==> src/hw/rtl/prs_pkg.sv <==
// Shared types, codes and constants of the PLL frequency ramp sequencer.
// No dependencies; used by prs_step and pll_frequency_ramp_sequencer.

package prs_pkg;

    // sequencer phases
    localparam logic [1:0] PH_IDLE  = 2'd0;
    localparam logic [1:0] PH_CHECK = 2'd1;
    localparam logic [1:0] PH_WAIT  = 2'd2;
    localparam logic [1:0] PH_WRITE = 2'd3;

    // action codes carried on s_tuser
    localparam logic [1:0] ACT_TICK  = 2'd0;
    localparam logic [1:0] ACT_RAISE = 2'd1;
    localparam logic [1:0] ACT_LOWER = 2'd2;

    // write targets carried on m_tuser
    localparam logic TGT_RATIO = 1'b0;
    localparam logic TGT_MUL   = 1'b1;

    // register encodings
    localparam logic [7:0]  RATIO_IDX   = 8'd5;
    localparam logic [7:0]  APPLY_BIT   = 8'h80;
    localparam logic [31:0] RATIO_WORD  = {24'd0, APPLY_BIT | RATIO_IDX};
    localparam logic [15:0] MSB_LOWER   = 16'h0124;
    localparam int          FLAG_BIT    = 27 - 16;
    localparam logic [15:0] MSB_RAISE   = MSB_LOWER | (16'd1 << FLAG_BIT);
    localparam logic [7:0]  DEN         = 8'd20;

    // frequencies in MHz
    localparam logic [8:0] DEFAULT_MHZ    = 9'd333;
    localparam logic [8:0] STEP_MHZ       = 9'd18;
    localparam logic [8:0] FIRST_NEXT_MHZ = DEFAULT_MHZ + 9'd37;
    localparam logic [8:0] TARGET_RESET   = 9'd444;

    // floor(mhz*20/37) capped at 255, as mhz * 566800 >> 20 (just above 20*2^20/37), exact for mhz below 13107
    localparam logic [30:0] NUMER_MUL = 31'd566800;

    function automatic logic [7:0] numer_of(input logic [10:0] mhz);
        logic [30:0] prod;
        logic [10:0] quot;
        prod = {20'd0, mhz} * NUMER_MUL;
        quot = prod[30:20];
        numer_of = (quot > 11'd255) ? 8'hFF : quot[7:0];
    endfunction

    localparam logic [7:0] NUMER_DEFAULT    = numer_of({2'b00, DEFAULT_MHZ});
    localparam logic [7:0] NUMER_FIRST_NEXT = numer_of({2'b00, FIRST_NEXT_MHZ});

    // sequencer state
    typedef struct packed {
        logic [1:0] phase;
        logic       going_down;
        logic [7:0] ramp_value;
        logic [7:0] ramp_end;
        logic [8:0] pass_base;
    } state_t;

    // one input item
    typedef struct packed {
        logic [1:0] action;
        logic [7:0] ratio_readback;
        logic       mul_flag_readback;
    } item_t;

    // one result item
    typedef struct packed {
        logic        write_valid;
        logic        write_target;
        logic [31:0] write_data;
        logic        busy;
        logic        done;
    } result_t;

endpackage

==> src/hw/rtl/pll_frequency_ramp_sequencer.sv <==
// PLL frequency ramp sequencer: input register, state and result register.
// Depends on prs_pkg and prs_step.
//
// Usage: each item on the s_ channel is one tick of the sequencer. s_tuser
// carries the action (tick, raise to target, lower to default) and s_tdata
// the readbacks of the ratio-select register and the multiplier flag. For
// each item one result comes out on the m_ channel: an optional register
// write (m_tuser says whether and where, m_tdata the word) plus busy and
// done status. The ramp target is written through cfg_we / cfg_wdata; the user
// must write it only while the block is idle, which the block does not enforce.
// Timing: an accepted item fills the input register and moves on to the result
// register when that is free; m_ shows it from the result register.
// Throughput: one item per cycle while results are taken; the state update for
// an item is done in one pass of prs_step between the input and result register.
// Reset: the sequencer goes idle, both registers empty, target back to 444.
// Stall: when m_tready is low the result register holds, the input register
// then fills and s_tready drops until the result is taken.

module pll_frequency_ramp_sequencer (
    input  logic        aclk,
    input  logic        aresetn,
    input  logic        cfg_we,
    input  logic [8:0]  cfg_wdata,
    input  logic        s_tvalid,
    output logic        s_tready,
    input  logic [1:0]  s_tuser,    // action
    input  logic [15:0] s_tdata,    // ratio_readback [7:0], mul_flag_readback [8], zeros
    output logic        m_tvalid,
    input  logic        m_tready,
    output logic [1:0]  m_tuser,    // write_valid [0], write_target [1]
    output logic [39:0] m_tdata     // write_data [31:0], busy_res [32], done_res [33], zeros
);

    logic [8:0]       target_mhz_reg;
    logic             in_valid_reg;
    prs_pkg::item_t   in_item_reg;
    prs_pkg::state_t  state_reg;
    prs_pkg::state_t  state_next;
    prs_pkg::result_t step_res;
    logic             out_valid_reg;
    prs_pkg::result_t out_res_reg;
    logic             out_free;
    logic             advance;

    // handshake control
    assign out_free = !out_valid_reg || m_tready;
    assign advance  = in_valid_reg && out_free;
    assign s_tready = !in_valid_reg || out_free;

    // target register
    always_ff @(posedge aclk) begin
        if (!aresetn) begin
            target_mhz_reg <= prs_pkg::TARGET_RESET;
        end else if (cfg_we) begin
            target_mhz_reg <= cfg_wdata;
        end
    end

    // input register
    always_ff @(posedge aclk) begin
        if (!aresetn) begin
            in_valid_reg <= 1'b0;
        end else if (s_tready) begin
            in_valid_reg <= s_tvalid;
        end
    end

    always_ff @(posedge aclk) begin
        if (s_tready && s_tvalid) begin
            in_item_reg.action            <= s_tuser;
            in_item_reg.ratio_readback    <= s_tdata[7:0];
            in_item_reg.mul_flag_readback <= s_tdata[8];
        end
    end

    // step logic
    prs_step u_step (
        .st         (state_reg),
        .item       (in_item_reg),
        .target_mhz (target_mhz_reg),
        .st_next    (state_next),
        .res        (step_res)
    );

    // sequencer state
    always_ff @(posedge aclk) begin
        if (!aresetn) begin
            state_reg.phase      <= prs_pkg::PH_IDLE;
            state_reg.going_down <= 1'b0;
            state_reg.ramp_value <= 8'd0;
            state_reg.ramp_end   <= 8'd0;
            state_reg.pass_base  <= prs_pkg::DEFAULT_MHZ;
        end else if (advance) begin
            state_reg <= state_next;
        end
    end

    // result register
    always_ff @(posedge aclk) begin
        if (!aresetn) begin
            out_valid_reg <= 1'b0;
        end else if (out_free) begin
            out_valid_reg <= in_valid_reg;
        end
    end

    always_ff @(posedge aclk) begin
        if (advance) begin
            out_res_reg <= step_res;
        end
    end

    assign m_tvalid = out_valid_reg;
    assign m_tuser  = {out_res_reg.write_target, out_res_reg.write_valid};
    assign m_tdata  = {6'd0, out_res_reg.done, out_res_reg.busy, out_res_reg.write_data};

endmodule

==> src/hw/rtl/prs_step.sv <==
// Next-state and result logic of the ramp sequencer for one item.
// Depends on prs_pkg (state, item and result types, codes, numer_of).

module prs_step (
    input  prs_pkg::state_t  st,
    input  prs_pkg::item_t   item,
    input  logic [8:0]       target_mhz,
    output prs_pkg::state_t  st_next,
    output prs_pkg::result_t res
);

    logic        raise_start;
    logic [8:0]  pass_base_cur;
    logic [9:0]  nb_mhz;
    logic [10:0] nn_mhz;
    logic [7:0]  numer_target;
    logic [7:0]  numer_nb;
    logic [7:0]  numer_nn;

    // pass base after a raise request restarts the walk
    assign raise_start   = (st.phase == prs_pkg::PH_IDLE) && (item.action == prs_pkg::ACT_RAISE);
    assign pass_base_cur = raise_start ? prs_pkg::DEFAULT_MHZ : st.pass_base;

    // next pass frequencies and their numerators
    assign nb_mhz       = {1'b0, pass_base_cur} + {1'b0, prs_pkg::STEP_MHZ};
    assign nn_mhz       = {1'b0, nb_mhz} + {2'b00, prs_pkg::STEP_MHZ};
    assign numer_target = prs_pkg::numer_of({2'b00, target_mhz});
    assign numer_nb     = prs_pkg::numer_of({2'b00, nb_mhz[8:0]});
    assign numer_nn     = prs_pkg::numer_of({2'b00, nn_mhz[8:0]});

    always_comb begin
        prs_pkg::state_t nx;
        logic [1:0]      ph;
        logic            wv;
        logic            wt;
        logic [31:0]     wd;
        logic            done;

        nx   = st;
        ph   = st.phase;
        wv   = 1'b0;
        wt   = prs_pkg::TGT_RATIO;
        wd   = 32'd0;
        done = 1'b0;

        // request handling while idle
        if (ph == prs_pkg::PH_IDLE) begin
            if (item.action == prs_pkg::ACT_RAISE) begin
                nx.going_down = 1'b0;
                nx.pass_base  = prs_pkg::DEFAULT_MHZ;
                if (prs_pkg::FIRST_NEXT_MHZ <= target_mhz) begin
                    nx.ramp_value = prs_pkg::NUMER_DEFAULT;
                    nx.ramp_end   = prs_pkg::NUMER_FIRST_NEXT;
                    ph            = prs_pkg::PH_CHECK;
                end else begin
                    done = 1'b1;
                end
            end else if (item.action == prs_pkg::ACT_LOWER) begin
                if (item.mul_flag_readback) begin
                    nx.going_down = 1'b1;
                    nx.ramp_value = numer_target;
                    nx.ramp_end   = prs_pkg::NUMER_DEFAULT;
                    ph            = prs_pkg::PH_CHECK;
                end else begin
                    done = 1'b1;
                end
            end
        end

        // ratio-select check and wait
        if (ph == prs_pkg::PH_CHECK) begin
            if (item.ratio_readback != prs_pkg::RATIO_IDX) begin
                wv = 1'b1;
                wt = prs_pkg::TGT_RATIO;
                wd = prs_pkg::RATIO_WORD;
                ph = prs_pkg::PH_WAIT;
            end else begin
                ph = prs_pkg::PH_WRITE;
            end
        end else if (ph == prs_pkg::PH_WAIT) begin
            if (item.ratio_readback == prs_pkg::RATIO_IDX) begin
                ph = prs_pkg::PH_WRITE;
            end
        end

        // at most one multiplier write per item
        if (ph == prs_pkg::PH_WRITE && !wv) begin
            if (nx.going_down) begin
                if (nx.ramp_value < nx.ramp_end) begin
                    ph   = prs_pkg::PH_IDLE;
                    done = 1'b1;
                end else begin
                    wv = 1'b1;
                    wt = prs_pkg::TGT_MUL;
                    wd = {prs_pkg::MSB_LOWER, nx.ramp_value, prs_pkg::DEN};
                    if (nx.ramp_value == nx.ramp_end) begin
                        ph   = prs_pkg::PH_IDLE;
                        done = 1'b1;
                    end else begin
                        nx.ramp_value = nx.ramp_value - 8'd1;
                    end
                end
            end else begin
                wv = 1'b1;
                wt = prs_pkg::TGT_MUL;
                wd = {prs_pkg::MSB_RAISE, nx.ramp_value, prs_pkg::DEN};
                if (nx.ramp_value >= nx.ramp_end) begin
                    nx.pass_base = nb_mhz[8:0];
                    if (nn_mhz <= {2'b00, target_mhz}) begin
                        nx.ramp_value = numer_nb;
                        nx.ramp_end   = numer_nn;
                        ph            = prs_pkg::PH_CHECK;
                    end else begin
                        ph   = prs_pkg::PH_IDLE;
                        done = 1'b1;
                    end
                end else begin
                    nx.ramp_value = nx.ramp_value + 8'd1;
                end
            end
        end

        nx.phase         = ph;
        st_next          = nx;
        res.write_valid  = wv;
        res.write_target = wt;
        res.write_data   = wd;
        res.busy         = (ph != prs_pkg::PH_IDLE);
        res.done         = done;
    end

endmodule
==> config.mk <==
export PLATFORM = sky130hd
export DESIGN_NAME = pll_frequency_ramp_sequencer
export DESIGN_NICKNAME = d
export VERILOG_FILES = /design/src/hw/rtl/prs_pkg.sv /design/src/hw/rtl/pll_frequency_ramp_sequencer.sv /design/src/hw/rtl/prs_step.sv
export SDC_FILE = /design/constraint.sdc
export NUM_CORES = 1
export LEC_CHECK = 0
export BUFFER_PORTS_ARGS = -buffer_cell sky130_fd_sc_hd__buf_4
export CAP_MARGIN = 20
export CELL_PAD_IN_SITES_DETAIL_PLACEMENT = 2
export CELL_PAD_IN_SITES_GLOBAL_PLACEMENT = 2
export CORE_MARGIN = 2
export CORE_UTILIZATION = 35
export CTS_CLUSTER_SIZE = 20
export DETAILED_ROUTE_END_ITERATION = 10
export PLACE_DENSITY = 0.81
export SYNTH_ARGS = -nofsm -noshare
export SYNTH_HDL_FRONTEND = slang
export SYNTH_SLANG_ARGS = --single-unit
==> constraint.sdc <==
create_clock -name aclk -period 7.4 [get_ports aclk]
set_input_delay 1.85 -clock aclk [delete_from_list [all_inputs] [get_ports aclk]]
set_output_delay 1.85 -clock aclk [all_outputs]
set_load 0.02 [all_outputs]
==> flow_results.org <==
** Status
- Run status :: completed

** Power and ir drop
- Combinational logic is responsible for 45.6% of the overall power.
- Registers are responsible for 23.4% of the overall power.
- The analysis attributes to net switching a power of 0.000712 W.
- VDD IR-drop max :: 0.105 mV
- LEAKAGE :: 4.88 nW
- Of the total power, the share spent switching nets is 41.6%.
- Clock power share :: 31.0%
- Dividing total power by cell area gives a power density of 167 nW/um2.
- Internal power comes to 0.00100 W.

** Floorplanning
- The die is 165 um tall.
- The total area inside the core boundary comes to 25300 um2.
- Starting utilization of the core area :: 35.8%
- In this run the horizontal extent of the chip is 165 um.
- Top-level I/O count :: 76
- Die area :: 27100 um2
- Cell Rows :: 58

** Worst setup path
- The startpoint identified for the worst register-to-register timing path is in_item_reg[10].
- Critical Path Slowest Stage Cell :: fa_1
- The worst setup path is captured at a flop.
- For the worst setup path, the data arrival time is 7.20 ns.
- Worst reg2reg setup slack :: 0.41 ns
- At the worst endpoint, the required time is 7.61 ns.
- Along the worst path, the maximum fanout reaches 7.
- Cell family contributing the most delay on the critical path :: adder cells
- Worst path depth :: 27
- In this run the worst setup path begins at in_item_reg[10].
- STA classifies the critical path startpoint as a flop.
- Type of the setup path with the least slack :: reg2reg
- The worst register-to-register path has a depth of 27.
- The worst register-to-register path ends at state_reg[18].
- Together, buffers and inverters on the worst path number 4.
- For this run, the slowest stage of the critical path takes 0.54 ns.
- Worst Setup EP :: state_reg[18]

** Synthesis
- Count of unique library cells instantiated by Yosys :: 98
- Top cells by area, synth :: ha_1, fa_1, dfxtp_1, edfxtp_1, inv_1
- The most used flip-flop cell after synthesis is dfxtp_1.
- Syn Std Cell Area :: 9040 um2
- Area share of the leading cell type in the synthesized netlist :: 25.6%
- Gate Count Post-Synth :: 1049
- Yosys warns :: 0
- Biggest area consumer among synthesized cells :: ha_1
- Number of synthesized register bits :: 64
- Post-synthesis sequential area ratio :: 16.9%
- Share of synthesized flip-flops with an asynchronous set or reset :: 0%
- Number of enable flip-flop cells after synthesis :: 25
- Each instance of the synthesized netlist takes up on average 8.62 um2.

** STA
- On the final layout, the worst clock skew is 0.00875 ns.
- Endpoints failing setup :: 0
- Minimum clock period after layout :: 6.99 ns
- Slew Limit Headroom :: 27.8%
- Setup repair after global routing left no endpoint under its margin.
- The max-slew violation total from the final report is 0.
- After routing, the total negative slack on setup checks comes to 0 ns.
- Based on the critical path, the design can be clocked at up to 143 MHz.
- Period utilisation layout :: 94.5%
- Pin slew with the least headroom to its limit :: 1.08 ns
- Number of hold violations in the final report :: 0

** GRT
- Global routing finished with a remaining overflow of 0.
- Global routing usage summed across all routing layers :: 23.4%
- Number of global-route vias before repair :: 9138
- Wire length of the first global-routing pass :: 49100 um
- The initial antenna violation count is 0.
- Entering global routing, the biggest net connects 27 pins.

** Run
- Max-cap violations in this run came to 0.

** Cells and area
- Final design instance area without fill :: 10200 um2
- The post-route netlist has 13.9% of its cells at a drive strength greater than 1.
- The library cell used most frequently in the layout, excluding fill and tap cells, is ha_1.
- The register with the most flip-flops in the layout has 28 of them.
- Leaving out fill and tap cells, the most frequent cells in the layout are ha_1, inv_1, buf_4.
- Final layout net count :: 1369
- Area delta synth->final :: 13.2%
- The repair_antennas step left the layout with diodes totalling 0.

** Placement
- Port buffer count :: 46
- Placed wire-length estimate after detailed placement :: 24700 um
- The placed instances occupy a cell area of 9840 um2.
- Final weighted congestion in routability-driven placement :: 0.840

** Clocking
- Hold repair after CTS inserted 0 buffers.
- TritonCTS clock tree :: yes
- Once the clock tree was built, the resizer swapped 0 gates to a different size.
- Clock Sinks :: 64
- Clock transition at the registers of the reported paths :: 0.06 ns
- The H-tree generated during clock tree synthesis spans 3 levels.
- The later pin in the worst-skew pair is clocked with a latency of 0.35 ns.
- Post-CTS Setup Repair Bufs :: 0
- Counting along the longest clock path gives a buffer depth of 2.
- Number of CTS-inserted buffers :: 9
- The root buffer cell chosen for the clock tree is clkbuf_16.

** Routing
- For this run, the detailed router's first-pass iteration total came to 4.
- Once detail routing completed, the nets flagged for antenna violations numbered 0.
- The first routing iteration left 334 violations.
- For this block, the routed nets add up to 30500 um of wire.
- Detailed-route DRC error count :: 0
- In the final routed layout, each cell accounts on average for 21.1 um.
- In the routed layout, each cell is associated on average with a via count of 5.53.
- Vias :: 7995

** Hold path
- The tightest min-delay check is of the reg2reg type.
power groups by stage:
stage,registers [W],logic (W),clock network [W]
6_report,0.000400,0.000782,0.000531
5_1_grt,0.000402,0.000873,0.000549
4_1_cts,0.000400,0.000773,0.000534
3_5_place_dp,0.000408,0.000758,0
3_3_place_gp,0.000406,0.000717,0
2_1_floorplan,0.000406,0.000530,0
per-layer routing:
| layer | vias to the layer above | routed length (um) | GRT usage [%] |
|---|---|---|---|
| li1 | 3794 | - | - |
| met1 | 4053 | 13200 | 27.9 |
| met2 | 108 | 16200 | 44.5 |
| met3 | 40 | 586 | 2.08 |
| met4 | 0 | 542 | 6.28 |
| met5 | - | 0 | 0 |
how the worst min path moves through the flow:
stage | endpoint | startpoint | depth (start not counted) | slack, ns
finish | state_reg[9] | state_reg[9] | 2 | 0.48
global route | state_reg[9] | state_reg[9] | 2 | 0.50
CTS | state_reg[9] | state_reg[9] | 2 | 0.48
detailed placement | state_reg[9] | state_reg[9] | 2 | 0.47
global placement | state_reg[18] | state_reg[18] | 2 | 0.46
floorplan | state_reg[18] | state_reg[18] | 2 | 0.44
cell families (layout without fill, tap and decap cells):
| group | Yosys count | in the layout | synth area share, % |
|---|---|---|---|
| AOI/OAI and AO/OA | 267 | 267 | 21.0 |
| xor gates and xnor gates | 24 | 24 | 2.32 |
| adders and majority gates | 227 | 227 | 34.8 |
| buffers and inverters | 204 | 250 | 9.91 |
| DFF | 64 | 64 | 16.9 |
| muxes | 3 | 3 | 0.332 |
| other | 1 | 22 | 0.0415 |
| and+or+nand+nor | 259 | 259 | 14.7 |
Yosys cell counts (13+ instances only):
cell	number
a211oi_1	15
a21oi_1	63
buf_4	29
clkbuf_1	17
dfxtp_1	39
edfxtp_1	25
fa_1	41
ha_1	185
inv_1	143
nand2_1	71
nand2b_1	14
nand3_1	20
nor2_1	67
nor2b_1	14
nor3_1	13
o211ai_1	21
o21ai_0	37
xnor2_1	14
tightest hold or removal path: cells and delay by family (launching register included):
family / cells / cell delay (ns)
AND/OR/NAND/NOR: 1 / 0.06
flip-flops: 1 / 0.31
AO/OA/AOI/OAI: 1 / 0.06
per-stage QoR:
stage / utilization (%) / total power [W] / setup WS, ns / hold slack (ns) / instances
finish: 40.5 / 0.00171 / 0.406 / 0.479 / 1446
global route: 40.5 / 0.00182 / 0.00550 / 0.502 / 1446
CTS: 40.3 / 0.00171 / 0.00736 / 0.479 / 1446
detailed placement: 39.0 / 0.00117 / 0.124 / 0.471 / 1430
global placement: 39.0 / 0.00112 / 0.312 / 0.459 / 1430
floorplan: - / 0.000937 / 0.0556 / 0.441 / 1070
layout make-up:
| type | count | area (um2) |
|---|---|---|
| fillers | 2890 | 15000 |
| inverters | 151 | 567 |
| repair buffers | 83 | 623 |
| flip-flops and latches | 64 | 1540 |
| well taps | 330 | 413 |
| multi-input cells | 802 | 6750 |
| clock buffers | 9 | 225 |
| clock inverters | 7 | 125 |
Note: power is estimated with default switching activity, not from simulation.
